**config.mk**
```make
export PLATFORM = sky130hd
export DESIGN_NAME = srhm_ram
export DESIGN_NICKNAME = d
export VERILOG_FILES = /design/src/rtl/srhm_ram.sv
export SDC_FILE = /design/constraint.sdc
export NUM_CORES = 2
export LEC_CHECK = 0
export CORE_MARGIN = 10
export CORE_UTILIZATION = 55
export CTS_CLUSTER_DIAMETER = 150
export CTS_CLUSTER_SIZE = 40
export DETAILED_ROUTE_END_ITERATION = 12
export DONT_BUFFER_PORTS = 1
export GPL_ROUTABILITY_DRIVEN = 0
export PLACE_DENSITY_LB_ADDON = 0.08
export SLEW_MARGIN = 15
export SYNTH_ARGS = -nofsm -noshare
export SYNTH_HDL_FRONTEND = slang
export SYNTH_SLANG_ARGS = --single-unit
```
**constraint.sdc**
```tcl
create_clock -name clock -period 6.6 [get_ports clock]
set_clock_uncertainty 0.1 [all_clocks]
set_input_delay 0.33 -clock clock [delete_from_list [all_inputs] [get_ports clock]]
set_output_delay 0.33 -clock clock [all_outputs]
set_load 0.005 [all_outputs]
```
**src/rtl/srhm_ram.sv**
```systemverilog
// Simple dual-port synchronous RAM: one write port, one read port, registered read.
// Used for the B column, B value, B row bound and heap stores. No dependencies.
module srhm_ram #(
   parameter int WIDTH = 32,
   parameter int DEPTH = 64
) (
   input  logic                     clock,
   input  logic                     wr_en,
   input  logic [$clog2(DEPTH)-1:0] wr_addr,
   input  logic [WIDTH-1:0]         wr_data,
   input  logic [$clog2(DEPTH)-1:0] rd_addr,
   output logic [WIDTH-1:0]         rd_data
);

   logic [WIDTH-1:0] mem [DEPTH];
   logic [WIDTH-1:0] rd_data_ff;

   always_ff @(posedge clock) begin
      if (wr_en) begin
         mem[wr_addr] <= wr_data;
      end
      rd_data_ff <= mem[rd_addr];
   end

   assign rd_data = rd_data_ff;

endmodule

```
Word-level counts from Yosys, hierarchy flattened

Memories as Yosys holds them, arrays and structs flattened. A register that Yosys moved wholly into a read port is not among the register bits.
Cells that the tools add are included.

Bits in registers: 0
Latch bits: 0
Bits in writable memories: 2048
Memory bits (read-only): 0
Bits of input ports: 46
Output and inout bits: 32
Word-level logic and storage cells: 3
Memories kept: 1

Add/subtract/negate cells: 0
$mul: 0
Divide/modulo/power cells: 0
Magnitude comparators: 0
Equality and inequality tests: 0
Shift-type cells: 0
Multiplexer cells: 2
Bitwise operators: 0
Reductions and logical operators: 0

Memories:

| memory | depth | width | read ports | clocked after Yosys merged registers in | wr ports | line | text |
|---|---|---|---|---|---|---|---|
| mem    | 64    | 32    | 1          | 1                                       | 1        | 15   | `logic [WIDTH-1:0] mem [DEPTH];` |

Operators with widths:

| operator          | number |
|---|---|
| 1-bit two-way mux | 2 |

Longest topological paths before layout

Depth in word-level cells: 2
Depth in mapped cells: 10
Gate-level depth less buffers: 5

Least setup slack after synthesis

No wires, ideal clock.

Path kind: input -> register
Start point: in wr_addr[3]
End point: mem mem[48][0], enable pin
Setup time: 461 ps
Data arrival time: 3029 ps
Data required time: 6039 ps
Slack: 3010 ps
Stages on the path: 4
Path buffers: 1
Path through: clkbuf_1 > nor2b_1 > nand4b_1 > nor3_1

RTL lines:

| what        | line | text |
|---|---|---|
| from (decl) | 9    | `input logic [$clog2(DEPTH)-1:0] wr_addr,` |
| to (decl)   | 15   |  |

Straight into the memory's write port.

==> reports/metrics.cfg <==
[pwr]
p_leak_nw = 25.2
internal-power_mw = 16.8
p_switching_mw = 4.39
power.share.switching_pct = 20.7
irDropWorstVdd_mv = 0.222
power.density_mw_per_mm2 = 252
power.clock.fraction_pct = 24.8
seq_power_share_pct = 69.3
comb_power_share_pct = 5.8

[synthesis]
yosys.area.top_type_share_pct = 78.3
synthAdderAreaFrac_pct = 0
yosys_register_bits = 2080
synth_largest_area_cell = edfxtp_1
synth_top_family_by_area = multiplexers
synth_fp_nets = 3370
synthArstFlopShare_pct = 0
synth_edf_count = 2048
synth_warnings = 0
synth_cell_types = 34
syn-instance-count = 3324
synth_compound_area_share_pct = 1.67
ys_seq_area_share_pct = 79.1
ys.flop_type = edfxtp_1
yosys.area_share.simple_pct = 1.27
syn_area_mm2 = 0.0785
synth.area.mux_share_pct = 16.8
synth_area_leaders = edfxtp_1 78%, mux4_2 16%, mux2i_1 1.2%
avgSynthCellArea_um2 = 23.6
synthXorXnorAreaFrac_pct = 0

[clocking]
cts_tree = built
cts.path.max_buffers = 3
cts.clk_slew.worst_paths_ns = 0.14
cts_root_buffer = clkbuf_16
cts_resized = 0
clk_latency_ns = 0.75
cts_inserted_buffers = 57
htreeDepth = 2
cts_sinks = 2080

[layout]
drive_gt1_share_pct = 22.9
mostFrequentLayoutCells = 2048 x edfxtp_1, 544 x mux4_2, 93 x mux2i_1
post-route-util_pct = 59.4
final_common_cell = edfxtp_1
fin_nets = 3387
area_delta_synth_final_pct = 7.26
fin_area_mm2 = 0.0842

[setup_path]
startpoint_type = input port
crit_arrival_ns = 5.57
cp_cell_sequence = mux4_2 -> mux4_2 -> o22ai_1 -> nor2_1
r2r_end = rd_data[2]
cp_top_family = multiplexers
cp_num_buf_inv = 0
reg2reg_setup_slack_ns = 3.67
reg2reg_depth = 4
worstSetupEndpoint = rd_data[2]
critPathMaxStageDelay_ns = 1.84
setup.worst_path.class = in2reg
required_ns = 7.05
cp_slowest_cell = mux4_2
crit_top_cell = mux4_2
cp_max_fo = 513
r2r_start = mem[15][2]
end_kind = register
cp.depth = 4
startpoint = rd_addr[0]

[placement]
place_area_mm2 = 0.0812
dpl.hpwl_mm = 109
io_buffers = 0

[die]
die_w_um = 398
dieArea_mm2 = 0.158
num_io_pins = 78
die_h_um = 398
initial_utilization_pct = 55.4
core_mm2 = 0.142
rows = 138

[drt]
finalWirelength_mm = 198
ant_nets = 0
wire_per_inst_um = 37.4
avgViaCountPerCell = 6.71
drt_iter0_drc = 4667
vias = 35443
dr.pass1.iters = 7
drc = 0

[global_routing]
grt_busiest_layer = met2
grt_pass1_wl_mm = 277
grt-ovfl-total = 0
grtUsageMet3_pct = 6.25
use_met1_pct = 35.7
track_usage_pct = 24.9
first_global_vias = 35301
gr-usage-met2_pct = 38.9
antenna_found_initial = 17
grt_max_degree = 514

[timing]
finalSetupViolations = 0
hold_violations = 0
clock.fmax_mhz = 195
post-route-period-util_pct = 77.6
final.setup.tns_ns = 0
finalCriticalPeriod_ns = 5.12
slew_headroom_pct = -154
worst_slew_pin_slew_ns = 3.81
grt_setup_unrepaired = no
slew_viol_final = 467
holdWs_ns = 0.0579

[status]
outcome = finished with violations
violations = slew limit

[worst_hold_path]
hp-class = in2reg

[flow_run]
cap_viol_max_count = 0

==> per-stage QoR <==
stage	power, mW	instances	worst slack (ns)
after floorplan	15.6	3324	3.01
after detailed placement	15.8	5098	3.47
final	21.2	5286	1.48
after global routing	21.7	5278	3.70
after global placement	15.8	5081	3.50
after CTS	21.3	5274	3.96
==> synthesized netlist by cell type, types with 7 or more instances <==
cell	count
dfxtp_1	32
buf_1	21
mux2i_1	93
nand2_1	26
nand2b_1	8
o22ai_1	84
mux4_2	544
buf_4	25
nor3_1	7
buf_2	57
nor2b_1	15
edfxtp_1	2048
a21oi_1	62
nor2_1	137
a22oi_1	12
o221ai_1	27
clkbuf_1	74
a311oi_1	8
==> power groups by stage <==
stage / logic [mW] / registers (mW) / clock network (mW)
finish: 1.24 / 14.7 / 5.27
detailed placement: 0.842 / 15.0 / 0
global placement: 0.839 / 15.0 / 0
floorplan: 0.711 / 14.9 / 0
global route: 1.24 / 14.7 / 5.79
CTS: 1.19 / 14.7 / 5.37
==> worst min-delay path by stage <==
stage	end	depth (start not counted)	start
finish	mem[48][23]	2	wr_addr[2]
global route	rd_data[18]	4	rd_addr[0]
CTS	rd_data[8]	3	rd_addr[3]
detailed placement	mem[23][11]	0	wr_data[11]
global placement	mem[24][11]	0	wr_data[11]
floorplan	mem[0][0]	0	wr_data[0]
==> kinds of logic after synthesis <==
| family | count (synthesis) |
|---|---|
| muxes | 637 |
| and+or+nand+nor | 223 |
| DFF | 2080 |
| AOI/OAI and AO/OA | 202 |
| buffers and inverters | 182 |
==> state kept, by name, summed over array words and instances, names as in the netlist <==
register,flops
mem,2048
rd_data,32
==> what timing repair did <==
item,4_1_cts,5_1_grt
hold endpoints to repair,2079,0
hold buffers,71,0
buffers inserted,0,0
==> cell type report <==
class	count	area, µm²
Sequential cell	2080	62100
Fill cell	9787	57500
Multi-Input combinational cell	1062	16000
Tap cell	1890	2360
Timing Repair Buffer	140	2110
Clock buffer	105	1610
Antenna cell	9	22.5
==> layer usage <==
| layer | up-vias | wire length (µm) | part of all wire, % |
|---|---|---|---|
| li1 | 14149 | - | - |
| met1 | 19482 | 77800 | 39 |
| met2 | 1592 | 94700 | 48 |
| met3 | 212 | 20100 | 10 |
| met4 | 8 | 4650 | 2.4 |
| met5 | - | 315 | 0.16 |
Power figures use the tool's default switching activity.
